$ cat config.mk
export PLATFORM = sky130hd
export DESIGN_NAME = tgrq_regs
export DESIGN_NICKNAME = d
export VERILOG_FILES = /design/src/rtl/tgrq_pkg.sv /design/src/rtl/tgrq_regs.sv
export SDC_FILE = /design/constraint.sdc
export NUM_CORES = 1
export LEC_CHECK = 0
export ABC_AREA = 1
export BUFFER_PORTS_ARGS = -buffer_cell sky130_fd_sc_hd__clkbuf_2
export CAP_MARGIN = 20
export CORE_MARGIN = 1.5
export CORE_UTILIZATION = 40
export CTS_CLUSTER_SIZE = 28
export DETAILED_ROUTE_END_ITERATION = 7
export GPL_ROUTABILITY_DRIVEN = 0
export GPL_TIMING_DRIVEN = 0
export PLACE_DENSITY = 0.87
export SLEW_MARGIN = 0
export SYNTH_ARGS = -nofsm -noshare
export SYNTH_HDL_FRONTEND = slang
export SYNTH_SLANG_ARGS = --single-unit
$ cat constraint.sdc
create_clock -name clk -period 1.4 [get_ports clk]
set_clock_uncertainty 0.15 [all_clocks]
set_input_delay 0.35 -clock clk [delete_from_list [all_inputs] [get_ports clk]]
set_output_delay 0.35 -clock clk [all_outputs]
set_load 0.005 [all_outputs]
$ cat src/rtl/tgrq_pkg.sv
// ----------------------------------------------------------------------------
// tgrq_pkg: shared types and constants of the tile grid region query block
// Grid limits, fixed-point division constants, field layout of the stream
// beats, register map and the control/status bundles between modules.
// ----------------------------------------------------------------------------
package tgrq_pkg;

  // Grid geometry
  localparam int MAX_COLUMNS = 64;
  localparam int MAX_ROWS    = 64;
  localparam int TILE_PIXELS = 24;
  localparam int TILE_UNITS  = TILE_PIXELS * 16;   // tile side in 1/16 pixel units

  // Tile store
  localparam int ADDR_W = 12;
  localparam int DEPTH  = 1 << ADDR_W;
  localparam int VAL_W  = 17;
  localparam int ENT_W  = VAL_W + 1;               // valid bit on top

  // Field widths
  localparam int DIM_W  = 7;
  localparam int ID_W   = 16;
  localparam int POS_W  = 20;
  localparam int SIZE_W = 19;
  localparam int ACT_W  = 2;

  // Scan counter widths
  localparam int COL_W = $clog2(MAX_COLUMNS + 1);
  localparam int ROW_W = $clog2(MAX_ROWS + 1);

  // Floor division by TILE_UNITS: bias the coordinate to a nonnegative
  // value below 2^V_W, then multiply by a rounded-up reciprocal.
  localparam int V_W         = POS_W + 2;
  localparam int DIV_SHIFT   = V_W + $clog2(TILE_UNITS);
  localparam int R_W         = DIV_SHIFT + 1;
  localparam int P_W         = V_W + R_W;
  localparam int Q_W         = V_W + 2;
  localparam int DIV_BIAS_Q  = ((1 << POS_W) + TILE_UNITS - 1) / TILE_UNITS;
  localparam int DIV_OFFSET  = DIV_BIAS_Q * TILE_UNITS;
  localparam logic [R_W-1:0] DIV_RECIP =
    R_W'(((64'd1 << DIV_SHIFT) + 64'(TILE_UNITS) - 64'd1) / 64'(TILE_UNITS));

  // Actions (carried in tuser)
  localparam logic [ACT_W-1:0] ACT_LOAD  = 2'd0;
  localparam logic [ACT_W-1:0] ACT_RECT  = 2'd1;
  localparam logic [ACT_W-1:0] ACT_POINT = 2'd2;

  // Slave tdata layout, lowest bit first
  localparam int IDX_LSB    = 0;
  localparam int NUM_LSB    = IDX_LSB + ADDR_W;
  localparam int PX_LSB     = NUM_LSB + ID_W;
  localparam int PY_LSB     = PX_LSB + POS_W;
  localparam int SX_LSB     = PY_LSB + POS_W;
  localparam int SY_LSB     = SX_LSB + SIZE_W;
  localparam int S_FIELDS_W = SY_LSB + SIZE_W;
  localparam int S_DATA_W   = ((S_FIELDS_W + 7) / 8) * 8;

  // Master tdata layout
  localparam int M_FIELDS_W = 2 + VAL_W;
  localparam int M_DATA_W   = ((M_FIELDS_W + 7) / 8) * 8;

  // Register map
  localparam int APB_ADDR_W = 4;
  localparam int APB_DATA_W = 32;
  localparam logic [1:0] REG_MAP_WIDTH  = 2'd0;
  localparam logic [1:0] REG_MAP_HEIGHT = 2'd1;
  localparam logic [1:0] REG_FIRST_ID   = 2'd2;

  typedef struct packed {
    logic [DIM_W-1:0] map_width;
    logic [DIM_W-1:0] map_height;
    logic [ID_W-1:0]  first_tile_id;
  } cfg_t;

  typedef struct packed {
    logic clr_wr;     // write an empty entry at the sweep address
    logic accept;     // input beat taken this cycle
    logic prep;       // bias coordinates
    logic mul;        // reciprocal multiply
    logic clamp;      // quotients, clamp to map
    logic base;       // set up scan counters
    logic scan;       // issue one store read
    logic out_load;   // load the output register
  } dp_cmd_t;

  typedef struct packed {
    logic clr_last;
    logic in_query;
    logic skip;
    logic scan_last;
    logic hit;
  } dp_stat_t;

  typedef struct packed {
    logic                  skip;
    logic signed [Q_W-1:0] lo;
    logic signed [Q_W-1:0] hi;
  } span_t;

endpackage

$ cat src/rtl/tgrq_regs.sv
// ----------------------------------------------------------------------------
// tgrq_regs: configuration registers
// APB-style write and read of map width, map height and first tile id.
// ----------------------------------------------------------------------------
module tgrq_regs
  import tgrq_pkg::*;
(
  input  logic                  clk,
  input  logic                  rst,
  input  logic                  psel,
  input  logic                  penable,
  input  logic                  pwrite,
  input  logic [APB_ADDR_W-1:0] paddr,
  input  logic [APB_DATA_W-1:0] pwdata,
  output logic [APB_DATA_W-1:0] prdata,
  output logic                  pready,
  output cfg_t                  cfg
);

  logic wr;

  assign pready = 1'b1;
  assign wr     = psel && penable && pwrite;

  always_ff @(posedge clk) begin
    if (rst) begin
      cfg.map_width     <= '0;
      cfg.map_height    <= '0;
      cfg.first_tile_id <= ID_W'(1);
    end else if (wr) begin
      unique case (paddr[3:2])
        REG_MAP_WIDTH:  cfg.map_width     <= pwdata[DIM_W-1:0];
        REG_MAP_HEIGHT: cfg.map_height    <= pwdata[DIM_W-1:0];
        REG_FIRST_ID:   cfg.first_tile_id <= pwdata[ID_W-1:0];
        default: ;
      endcase
    end
  end

  always_comb begin
    unique case (paddr[3:2])
      REG_MAP_WIDTH:  prdata = APB_DATA_W'(cfg.map_width);
      REG_MAP_HEIGHT: prdata = APB_DATA_W'(cfg.map_height);
      REG_FIRST_ID:   prdata = APB_DATA_W'(cfg.first_tile_id);
      default:        prdata = '0;
    endcase
  end

endmodule

==> impl_results.md <==
- Status: complete, but fails checks
- Failing checks: setup timing
- Setup Total Neg Slack: -1.60 ns
- Sw Ratio: 27.5%
- Latest clock arrival within the worst-skew pair: 0.28 ns
- Min-Delay Endpoint: cfg[0]$_SDFFE_PP1P_
- Worst r2r src: cfg[20]$_SDFFE_PP0P_
- I/O pins: 104
- Hold Crit Depth: 3
- Leading area contributor after synthesis: dfxtp_1
- Gr ovfl total: 0
- Reg power frac: 47.0%
- Fmax: 650 MHz
- Clk pwr share: 34.6%
- Maximum clock path buffer count: 2
- Synth top cells by count: nor2_1, nand2_1, nand3_1, dfxtp_1, inv_1
- Pin count of the biggest net entering global routing: 11
- Area of the multi-input gates: 868 um^2
- CP arrival: 1.04 ns
- Final setup margin: -0.139 ns
- Detailed placer's ending HPWL: 3100 um
- Filler instances: 331
- Post-synth EDFFs: 0
- Synthesized cell area: 0.00161 mm^2
- Top-count cell post-synth: nor2_1
- First-pass GRT wire length: 7470 um
- Via count: 1870
- # setup viols final: 16
- Mapped Cells: 258
- Overall power: 1.89 mW
- Initial antenna violation count: 0
- CTS clk-pin slew, worst paths: 0.06 ns
- Largest register FFs: 30
- VDD IR-drop max: 0.496 mV
- R2R setup slack: 0.55 ns
- Synth unique cells: 14
- Drt pass-1 iters: 5
- CP Data Required Time: 0.90 ns
- Yosys warns: 0
- Period utilization: 110%
- Switching pwr: 0.520 mW
- Die Area: 0.00441 mm^2
- Avg Vias per Cell: 4.57
- DR iter-0 viols: 82
- CTS tree: done
- Synth area leaders: dfxtp_1, nor2_1, nand2_1
- DRT antenna net count: 0
- Clock sinks: 30
- Sequential cell area: 601 um^2
- DIE WIDTH: 66.4 um
- PwrDens: 776 mW/mm^2
- R2r endpoint: cfg[20]$_SDFFE_PP0P_
- Crit path kind: input port to output pin
- Fraction of registers with async set or reset after synthesis: 0%
- CP startpoint: paddr[3]
- Vias in the first global route: 1699
- Initial Utilization: 42.6%
- Top FF cell, synth: dfxtp_1
- Hold buffers post-CTS: 0
- Share of the synthesized area in the top cell type: 37.4%
- HP Class: input port to register
- Largest regs: cfg (30)
- Max-cap violations: 0
- Min Tclk post-route: 1.54 ns
- Port-buffer cells: 68
- Clock Tree Root: clkbuf_8
- Core Util, Final: 64.6%
- Die Y-Extent: 66.4 um
- DRC: 0
- Kind of start point of the critical path: input port
- Inserted Diodes: 0
- Core outline area: 0.00377 mm^2
- LEAKAGE: 1.34 nW
- Avg WL per Cell: 12.0 um
- Rows: 22
- Sequential share of the synthesized area: 37.4%
- Worst Reg-to-Reg Cells: 2
- Total Wirelength: 4920 um
- Int Power: 1.37 mW
- H-Tree Depth: 2
- Biggest register: cfg
- Ratio of cells with drive above 1 in the final layout: 41.0%
- Post-synthesis register bit count: 30
- Mean Syn Cell Area: 6.23 um^2
- Crit-path max FO: 5
- RSZ-0062 raised after global routing: true
- Nets: 402
- Area Growth Syn to Fin: 51.6%
- GRT Util Overall: 23.1%
- Combinational share of power: 18.4%
- Hold path startpoint: pwdata[0]
- Slew Viols, Final: 0
- CTS Buf Count: 5
- Setup crit end kind: output pin
- Final Hold Fails: 0
## through the flow
stage	hold slack [ns]	setup slack [ns]	std cells	cell area, um^2
2_1_floorplan	0.326	0.0187	273	1670
3_3_place_gp	0.330	-0.409	389	2070
3_5_place_dp	0.342	-0.408	389	2070
4_1_cts	0.159	-0.128	407	2370
5_1_grt	0.164	-0.167	409	2440
6_report	0.159	-0.139	409	2440
## power groups by stage
stage / Combinational, mW / Sequential [mW] / Clock (mW)
5_1_grt: 0.379 / 0.891 / 0.709
4_1_cts: 0.323 / 0.887 / 0.664
2_1_floorplan: 0.169 / 0.906 / 0
3_5_place_dp: 0.264 / 0.906 / 0
6_report: 0.348 / 0.889 / 0.654
3_3_place_gp: 0.259 / 0.905 / 0
## cells in the final DEF, fill, tap and decap left out, drive strengths merged
| master | synthesis | final |
|---|---|---|
| nor2 | 74 | 74 |
| clkbuf | 0 | 71 |
| nand2 | 55 | 55 |
| buf | 29 | 44 |
| nand3 | 38 | 38 |
| dfxtp | 30 | 30 |
| inv | 29 | 29 |
| conb | 2 | 17 |
| clkinv | 0 | 2 |
| o21ai | 1 | 1 |
## worst max-delay path by stage
stage           endpoint  slack (ns)  depth (start not counted)
5_1_grt        prdata[3]       -0.17                          6
3_5_place_dp   prdata[0]       -0.41                          6
4_1_cts        prdata[2]       -0.13                          7
2_1_floorplan  prdata[0]        0.02                          4
6_report       prdata[0]       -0.14                          6
3_3_place_gp   prdata[0]       -0.41                          6
## per-layer routing
layer | vias to the layer above | part of all wire, % | global-route usage [%]
met2 | 90 | 51 | 42.9
met5 | - | 0 | 0
met3 | 7 | 7.8 | 6.30
met4 | 0 | 1.5 | 8.93
li1 | 949 | - | -
met1 | 824 | 40 | 24.3
## cell type report
| class | instances | area share, % |
|---|---|---|
| Buffer | 29 | 9.09 |
| Clock buffer | 5 | 2.82 |
| Clock inverter | 2 | 0.411 |
| Tap cell | 48 | 2.47 |
| Multi-Input combinational cell | 185 | 35.6 |
| Sequential cell | 30 | 24.7 |
| Timing Repair Buffer | 81 | 19.9 |
| Inverter | 29 | 4.98 |
## worst max-delay path, cell delays in order
cell and delay [ns]:
clkbuf_16 0.14, nor2_4 0.15, buf_6 0.16, nand2_2 0.06, nand3_2 0.07, clkbuf_2 0.11
## repair_timing
action                                  CTS  global route
endpoints found under the setup margin   16            16
endpoints found under the hold margin     0             0
cloned                                    2             1
gates resized for setup                  38            21
buffers inserted                          9             1
pin swaps                                 9             3
## cell families (layout without fill, tap and decap cells)
family / Yosys count / count (layout) / synth area share (%)
simple gates: 167 / 167 / 43.1
buf+inv: 58 / 146 / 18.8
flops: 30 / 30 / 37.4
other cells: 2 / 17 / 0.467
compound gates: 1 / 1 / 0.311
Power figures use the tool's default switching activity.
