**src/rtl/tgrq_pkg.sv**
```systemverilog
// ----------------------------------------------------------------------------
// tgrq_pkg: shared types and constants of the tile grid region query block
// Grid limits, fixed-point division constants, field layout of the stream
// beats, register map and the control/status bundles between modules.
// ----------------------------------------------------------------------------
package tgrq_pkg;

  // Grid geometry
  localparam int MAX_COLUMNS = 64;
  localparam int MAX_ROWS    = 64;
  localparam int TILE_PIXELS = 24;
  localparam int TILE_UNITS  = TILE_PIXELS * 16;   // tile side in 1/16 pixel units

  // Tile store
  localparam int ADDR_W = 12;
  localparam int DEPTH  = 1 << ADDR_W;
  localparam int VAL_W  = 17;
  localparam int ENT_W  = VAL_W + 1;               // valid bit on top

  // Field widths
  localparam int DIM_W  = 7;
  localparam int ID_W   = 16;
  localparam int POS_W  = 20;
  localparam int SIZE_W = 19;
  localparam int ACT_W  = 2;

  // Scan counter widths
  localparam int COL_W = $clog2(MAX_COLUMNS + 1);
  localparam int ROW_W = $clog2(MAX_ROWS + 1);

  // Floor division by TILE_UNITS: bias the coordinate to a nonnegative
  // value below 2^V_W, then multiply by a rounded-up reciprocal.
  localparam int V_W         = POS_W + 2;
  localparam int DIV_SHIFT   = V_W + $clog2(TILE_UNITS);
  localparam int R_W         = DIV_SHIFT + 1;
  localparam int P_W         = V_W + R_W;
  localparam int Q_W         = V_W + 2;
  localparam int DIV_BIAS_Q  = ((1 << POS_W) + TILE_UNITS - 1) / TILE_UNITS;
  localparam int DIV_OFFSET  = DIV_BIAS_Q * TILE_UNITS;
  localparam logic [R_W-1:0] DIV_RECIP =
    R_W'(((64'd1 << DIV_SHIFT) + 64'(TILE_UNITS) - 64'd1) / 64'(TILE_UNITS));

  // Actions (carried in tuser)
  localparam logic [ACT_W-1:0] ACT_LOAD  = 2'd0;
  localparam logic [ACT_W-1:0] ACT_RECT  = 2'd1;
  localparam logic [ACT_W-1:0] ACT_POINT = 2'd2;

  // Slave tdata layout, lowest bit first
  localparam int IDX_LSB    = 0;
  localparam int NUM_LSB    = IDX_LSB + ADDR_W;
  localparam int PX_LSB     = NUM_LSB + ID_W;
  localparam int PY_LSB     = PX_LSB + POS_W;
  localparam int SX_LSB     = PY_LSB + POS_W;
  localparam int SY_LSB     = SX_LSB + SIZE_W;
  localparam int S_FIELDS_W = SY_LSB + SIZE_W;
  localparam int S_DATA_W   = ((S_FIELDS_W + 7) / 8) * 8;

  // Master tdata layout
  localparam int M_FIELDS_W = 2 + VAL_W;
  localparam int M_DATA_W   = ((M_FIELDS_W + 7) / 8) * 8;

  // Register map
  localparam int APB_ADDR_W = 4;
  localparam int APB_DATA_W = 32;
  localparam logic [1:0] REG_MAP_WIDTH  = 2'd0;
  localparam logic [1:0] REG_MAP_HEIGHT = 2'd1;
  localparam logic [1:0] REG_FIRST_ID   = 2'd2;

  typedef struct packed {
    logic [DIM_W-1:0] map_width;
    logic [DIM_W-1:0] map_height;
    logic [ID_W-1:0]  first_tile_id;
  } cfg_t;

  typedef struct packed {
    logic clr_wr;     // write an empty entry at the sweep address
    logic accept;     // input beat taken this cycle
    logic prep;       // bias coordinates
    logic mul;        // reciprocal multiply
    logic clamp;      // quotients, clamp to map
    logic base;       // set up scan counters
    logic scan;       // issue one store read
    logic out_load;   // load the output register
  } dp_cmd_t;

  typedef struct packed {
    logic clr_last;
    logic in_query;
    logic skip;
    logic scan_last;
    logic hit;
  } dp_stat_t;

  typedef struct packed {
    logic                  skip;
    logic signed [Q_W-1:0] lo;
    logic signed [Q_W-1:0] hi;
  } span_t;

endpackage

```
**src/rtl/tgrq_ctrl.sv**
```systemverilog
// ----------------------------------------------------------------------------
// tgrq_ctrl: sequencer
// Runs the clearing sweep, takes input beats, steps a query through its
// arithmetic and scan, and hands the result to the output register.
// ----------------------------------------------------------------------------
module tgrq_ctrl
  import tgrq_pkg::*;
(
  input  logic     clk,
  input  logic     rst,
  input  logic     s_tvalid,
  output logic     s_tready,
  output logic     m_tvalid,
  input  logic     m_tready,
  input  dp_stat_t stat,
  output dp_cmd_t  cmd
);

  localparam logic [3:0] ST_CLEAR = 4'd0;
  localparam logic [3:0] ST_IDLE  = 4'd1;
  localparam logic [3:0] ST_PREP  = 4'd2;
  localparam logic [3:0] ST_MUL   = 4'd3;
  localparam logic [3:0] ST_CLAMP = 4'd4;
  localparam logic [3:0] ST_BASE  = 4'd5;
  localparam logic [3:0] ST_SCAN  = 4'd6;
  localparam logic [3:0] ST_DRAIN = 4'd7;
  localparam logic [3:0] ST_DONE  = 4'd8;

  logic [3:0] state;
  logic [3:0] state_next;
  logic       accept;

  assign s_tready = (state == ST_IDLE);
  assign accept   = s_tvalid && s_tready;

  always_comb begin
    state_next = state;
    cmd        = '0;
    cmd.accept = accept;
    unique case (state)
      ST_CLEAR: begin
        cmd.clr_wr = 1'b1;
        if (stat.clr_last) state_next = ST_IDLE;
      end
      ST_IDLE: begin
        if (accept && stat.in_query) state_next = ST_PREP;
      end
      ST_PREP: begin
        cmd.prep   = 1'b1;
        state_next = ST_MUL;
      end
      ST_MUL: begin
        cmd.mul    = 1'b1;
        state_next = ST_CLAMP;
      end
      ST_CLAMP: begin
        cmd.clamp  = 1'b1;
        state_next = ST_BASE;
      end
      ST_BASE: begin
        cmd.base   = 1'b1;
        state_next = stat.skip ? ST_DONE : ST_SCAN;
      end
      ST_SCAN: begin
        cmd.scan = 1'b1;
        if (stat.scan_last || stat.hit) state_next = ST_DRAIN;
      end
      ST_DRAIN: begin
        state_next = ST_DONE;
      end
      ST_DONE: begin
        if (!m_tvalid || m_tready) begin
          cmd.out_load = 1'b1;
          state_next   = ST_IDLE;
        end
      end
      default: state_next = ST_CLEAR;
    endcase
  end

  always_ff @(posedge clk) begin
    if (rst) begin
      state    <= ST_CLEAR;
      m_tvalid <= 1'b0;
    end else begin
      state <= state_next;
      if (cmd.out_load) m_tvalid <= 1'b1;
      else if (m_tready) m_tvalid <= 1'b0;
    end
  end

endmodule

```
**config.mk**
```make
export PLATFORM = sky130hd
export DESIGN_NAME = tgrq_ctrl
export DESIGN_NICKNAME = d
export VERILOG_FILES = /design/src/rtl/tgrq_pkg.sv /design/src/rtl/tgrq_ctrl.sv
export SDC_FILE = /design/constraint.sdc
export NUM_CORES = 1
export LEC_CHECK = 0
export ABC_AREA = 1
export ABC_CLOCK_PERIOD_IN_PS = 1700
export BUFFER_PORTS_ARGS = -buffer_cell sky130_fd_sc_hd__buf_2
export CAP_MARGIN = 20
export CORE_AREA = 2 2 39 41
export DETAILED_ROUTE_END_ITERATION = 16
export DIE_AREA = 0 0 41 43
export PLACE_DENSITY = 0.59
export SLEW_MARGIN = 25
export SYNTH_ARGS = -nofsm -noshare
export SYNTH_HDL_FRONTEND = slang
export SYNTH_SLANG_ARGS = --single-unit
```
**constraint.sdc**
```tcl
create_clock -name clk -period 1.7 [get_ports clk]
set_input_delay 0.51 -clock clk [delete_from_list [all_inputs] [get_ports clk]]
set_output_delay 0.51 -clock clk [all_outputs]
set_load 0.01 [all_outputs]
```
==> impl_metrics.py, run 1 <==
metrics = {
    "run_status": {
        "outcome": "finished, final reports clean",
    },
    "synth": {
        "yosysWarnings": 0,
        "synth_fp_nets": 74,
        "syn_inst": 65,
        "ys_ff_latch": 5,
        "avgSynthCellArea_um2": 6.66,
        "ys_seq_area_share_pct": 23.1,
        "synth_area_um2": 433,
        "yosysUniqueCellTypes": 20,
    },
    "die": {
        "start_util_pct": 31.3,
        "row_count": 14,
        "num_io_pins": 19,
        "die_x_um": 41,
        "die_area_mm2": 0.00176,
        "coreArea_mm2": 0.00138,
        "die_y_um": 43,
    },
    "clock_tree": {
        "clkSinkCount": 5,
        "cts_made_buffers": 3,
        "cts_root_buffer": "clkbuf_4",
        "h-tree-depth": 1,
        "cts_buffer_depth": 2,
        "cts_setup_buffers": 0,
        "cts_tree": "built",
        "clk_pin_slew_worst_paths_ps": 40,
        "clk-insertion-delay-late_ps": 240,
    },
    "routing": {
        "drt_iter0_drc": 1,
        "num_vias": 442,
        "wl_per_cell_um": 8.98,
        "first_pass_iters": 2,
        "wirelength_um": 916,
        "ant_nets": 0,
        "via_per_inst": 4.33,
        "drc": 0,
    },
    "setup_path": {
        "end_kind": "output port",
        "start_kind": "flop",
        "crit_required_ps": 1190,
        "arrival_ps": 1130,
        "worstPathMaxFanout": 7,
        "critPathKind": "flop to output port",
    },
    "final_layout": {
        "fillCellCount": 161,
        "final_nets": 96,
        "layout-drive-gt1-share_pct": 58.1,
        "area_growth_pct": 32.9,
        "design_area_um2": 576,
        "insertedDiodeCount": 0,
    },
    "placed_design": {
        "gp_congestion": 0.743,
        "postPlaceCellArea_um2": 532,
        "port_buffers": 18,
        "dp_hpwl_um": 793,
    },
    "power_and_ir_drop": {
        "power_w": 0.000828,
        "clock_power_share_pct": 16.0,
        "p_comb_share_pct": 56.3,
        "intPower_w": 0.000444,
        "swShare_pct": 46.4,
        "p_switching_w": 0.000384,
        "power.density_mw_per_mm2": 1440,
        "seqPwrFrac_pct": 27.7,
        "ir_drop_mv": 0.637,
        "p_leak_nw": 0.306,
    },
    "sta": {
        "drv_slew": 0,
        "fin_crit_sh_pct": 96.5,
        "slew_headroom_pct": 84.5,
        "final.min_clock_period_ps": 1640,
        "hold_viol": 0,
        "rsz0062_at_grt": "yes",
        "clock_skew_ps": 2.22,
        "finalSetupViolCount": 0,
        "tightestPinTransition_ps": 231,
        "clock.fmax_ghz": 0.610,
    },
    "flow_run": {
        "drv_cap": 0,
    },
    "global_routing": {
        "grt_pass1_vias": 414,
        "grt_pass1_wl_um": 1520,
        "grt.overflow.total": 0,
        "grtUsageTotal_pct": 13.0,
        "antenna_found_initial": 0,
        "grt_max_degree": 9,
    },
    "min_path": {
        "hp-class": "input pin to flop",
    },
}
-- metrics by stage --
| step | setup slack, ps | setup TNS, ps | utilization, % | hold slack, ps | cells |
|---|---|---|---|---|---|
| 2_1_floorplan | 303 | 0 | - | 544 | 65 |
| 3_3_place_gp | 224 | 0 | 38.4 | 576 | 98 |
| 3_5_place_dp | 209 | 0 | 38.4 | 584 | 98 |
| 4_1_cts | 18.7 | 0 | 40.6 | 470 | 102 |
| 5_1_grt | -26.4 | -40.8 | 41.6 | 478 | 102 |
| 6_report | 60.1 | 0 | 41.6 | 474 | 102 |
-- placed cells by master (no fill, tap or decap) --
cell	count
a21oi_1	2
and3_2	1
buf_2	18
buf_4	1
clkbuf_1	1
clkbuf_4	3
dfxtp_1	1
dfxtp_2	2
dfxtp_4	2
inv_1	5
inv_2	4
nand2_1	8
nand2_2	5
nand3_1	1
nand3_2	3
nand4_1	1
nor2_1	13
nor2_2	5
nor2_4	3
nor3_1	2
nor3_2	2
o211ai_1	1
o21ai_0	1
o21bai_2	1
-- critical path, stage by stage, from the launching register on --
cell,delay [ps]
dfxtp_4,360
inv_2,110
nand2_2,90
nor3_2,160
buf_2,170
-- metal layers --
metal,wire (um),global-route usage [%],vias to the layer above
li1,-,-,247
met1,392,14.1,183
met2,455,20.0,10
met3,51,1.57,2
met5,0,0,-
met4,17,12.0,0
-- logic make-up after synthesis --
family	share of synthesized area [%]
DFF	23.1
AOI/OAI and AO/OA	7.80
buffers and inverters	12.1
and+or+nand+nor	56.9
-- synthesized netlist by cell type, drive strengths merged --
cell     n  area share [%]
a21oi    2             2.3
and3     1             1.7
buf      2             4.3
dfxtp    5              23
inv      9             7.8
nand2   13              14
nand3    4             8.1
nand4    1             1.4
nor2    21              25
nor3     4             6.9
o211ai   1             1.7
o21ai    1             1.2
o21bai   1             2.6
-- power groups by stage --
stage	clock network, W	logic (W)	registers, W
after global placement	0	0.000460	0.000213
after floorplan	0	0.000409	0.000179
final	0.000132	0.000466	0.000229
after detailed placement	0	0.000460	0.000214
after CTS	0.000141	0.000462	0.000217
after global routing	0.000147	0.000531	0.000235
-- worst paths after layout --
kind | startpoint | endpoint | slack, ps | cells after the start
max | state[0] | cmd[1] | 60 | 4
min | rst | state[3] | 470 | 2
max reg2reg | state[2] | state[0] | 590 | 7
min reg2reg | state[0] | state[0] | 550 | 2
-- sequential cells by signal, indices dropped and copies added, names as in the netlist --
register	flops
m_tvalid	1
state	4
-- area by class of cell --
type	count	area (um^2)	share of cell area (%)
repair buffers	19	97.6	17.0
clock buffers	4	26.3	4.57
inverters	9	33.8	5.87
flip-flops and latches	5	110	19.1
multi-input cells	49	288	50.0
well taps	16	20.0	3.48
-- what timing repair did --
item                       CTS  global route
hold buffers                 0             0
setup endpoints to repair    4             7
cloned                       0             0
pin swaps                    0             1
gates resized for setup      3             5
(Power assumes the default switching activity.)
==> inputs of run 2 (changes only) <==
CTS_BUF_LIST = sky130_fd_sc_hd__clkbuf_8   (was default)
==> run 2 against run 1 <==
Global-route usage shrank 0.60 points. Maximum frequency is 0.35% higher. Hold slack better by 17 ps. Clock skew down 0.75 ps. First-iteration DRC count is the same. Die area did not move. Clock power rose by 61%. Critical path type unchanged. Critical endpoint is now cmd[6].
==> impl_metrics.py, run 2 (synthesis results as in run 1) <==
metrics = {
    "min_path": {
        "hp-class": "input pin to flop",
    },
    "clock_tree": {
        "clk_pin_slew_worst_paths_ps": 40,
        "postCtsHoldBufs": 0,
        "cts_made_buffers": 3,
        "clk-insertion-delay-late_ps": 220,
        "cts_root_buffer": "clkbuf_8",
        "cts_buffer_depth": 2,
        "h-tree-depth": 1,
        "clkSinkCount": 5,
        "cts_setup_buffers": 0,
        "cts_tree": "built",
    },
    "global_routing": {
        "antenna_found_initial": 0,
        "met2_usage_pct": 19.1,
        "grt.overflow.total": 0,
        "grtUsageMet3_pct": 3.14,
        "grt_pass1_wl_um": 1480,
        "busiest_layer": "met2",
        "met1_usage_pct": 14.1,
        "grt_pass1_vias": 415,
        "grt_max_degree": 9,
        "grtUsageTotal_pct": 12.3,
    },
    "setup_path": {
        "crit_required_ps": 1190,
        "start_kind": "flop",
        "arrival_ps": 1120,
        "critPathKind": "flop to output port",
        "end_kind": "output port",
        "worstPathMaxFanout": 5,
    },
    "die": {
        "start_util_pct": 31.3,
        "num_io_pins": 19,
        "die_area_mm2": 0.00176,
        "die_x_um": 41,
        "die_y_um": 43,
        "coreArea_mm2": 0.00138,
        "row_count": 14,
    },
    "routing": {
        "first_pass_iters": 3,
        "via_per_inst": 4.39,
        "drc": 0,
        "drt_iter0_drc": 1,
        "ant_nets": 0,
        "num_vias": 448,
        "wl_per_cell_um": 9.17,
        "wirelength_um": 935,
    },
    "final_layout": {
        "design_area_um2": 591,
        "largest_reg_flops": 4,
        "final_nets": 96,
        "insertedDiodeCount": 0,
        "area_growth_pct": 36.4,
        "final_common_cell": "buf_2",
        "top_register": "state",
        "reg_top3": "state (4), m_tvalid (1)",
        "final_cell_mix": "18 x buf_2, 13 x nor2_1, 8 x nand2_1",
        "layout-drive-gt1-share_pct": 57.0,
    },
    "flow_run": {
        "drv_cap": 0,
    },
    "sta": {
        "clock.fmax_ghz": 0.612,
        "drv_slew": 0,
        "hold_viol": 0,
        "fin_crit_sh_pct": 96.1,
        "setup_slack_ps": 65.9,
        "final.min_clock_period_ps": 1630,
        "finalSetupViolCount": 0,
        "slew_headroom_pct": 84.6,
        "rsz0062_at_grt": "yes",
        "tightestPinTransition_ps": 230,
        "fin_setup_tns_ps": 0,
        "hold_ws_ps": 492,
        "clock_skew_ps": 1.46,
    },
    "placed_design": {
        "port_buffers": 18,
        "postPlaceCellArea_um2": 532,
        "post-place-ws_ps": 209,
        "dp_hpwl_um": 793,
        "gp_congestion": 0.743,
    },
    "run_status": {
        "outcome": "finished, final reports clean",
    },
    "power_and_ir_drop": {
        "power.density_mw_per_mm2": 1540,
        "ir_drop_mv": 0.656,
        "power_w": 0.000911,
        "p_leak_nw": 0.316,
    },
}
-- run 2: cell count changes in the layout (fill, tap and decap cells not counted) --
cell	previous run	this run
clkbuf_4	3	0
clkbuf_8	0	3
clkbuf_1	1	0
dfxtp_1	1	2
dfxtp_4	2	1
inv_1	5	6
-- run 2: repair_timing --
item / 4_1_cts / 5_1_grt
resized for setup: 2 / 4
endpoints found under the hold margin: 0 / 0
setup endpoints to repair: 3 / 2
cloned: 0 / 0
-- run 2: path summary, 6_finish.rpt --
path	from	end	slack (ps)	depth (start not counted)
max	state[2]	cmd[6]	70	3
min	rst	state[3]	490	2
min reg2reg	state[0]	state[0]	550	2
max reg2reg	state[2]	state[1]	540	7
-- run 2: metal layers --
metal | share of wire, % | routed length [um]
met1 | 42 | 397
met2 | 49 | 456
met3 | 5.8 | 54
met4 | 2.9 | 27
met5 | 0 | 0
-- run 2: area by class of cell --
cell class                 instances  area [um^2]
fill                             159          793
inverter                           9         33.8
tap                               16         20.0
clock inverter                     1         3.75
multi-input combinational         49          288
clock buffer                       3         41.3
timing repair buffer              19         97.6
sequential                         5          106
-- run 2: metrics by stage --
stage / cells / utilization, %
after floorplan: 65 / -
after global placement: 98 / 38.4
after detailed placement: 98 / 38.4
after CTS: 102 / 41.9
after global routing: 102 / 42.7
final: 102 / 42.7
-- run 2: where the power goes --
part / switching [W] / internal, W
clock: 0.0000583 / 0.000155
combinational: 0.000269 / 0.000199
sequential: 0.0000717 / 0.000158
total: 0.000399 / 0.000512
-- run 2: worst max-delay path, cell delays in order, from the launching register on --
cell,delay [ps]
dfxtp_1,350
nor2_1,230
and3_2,210
buf_2,120
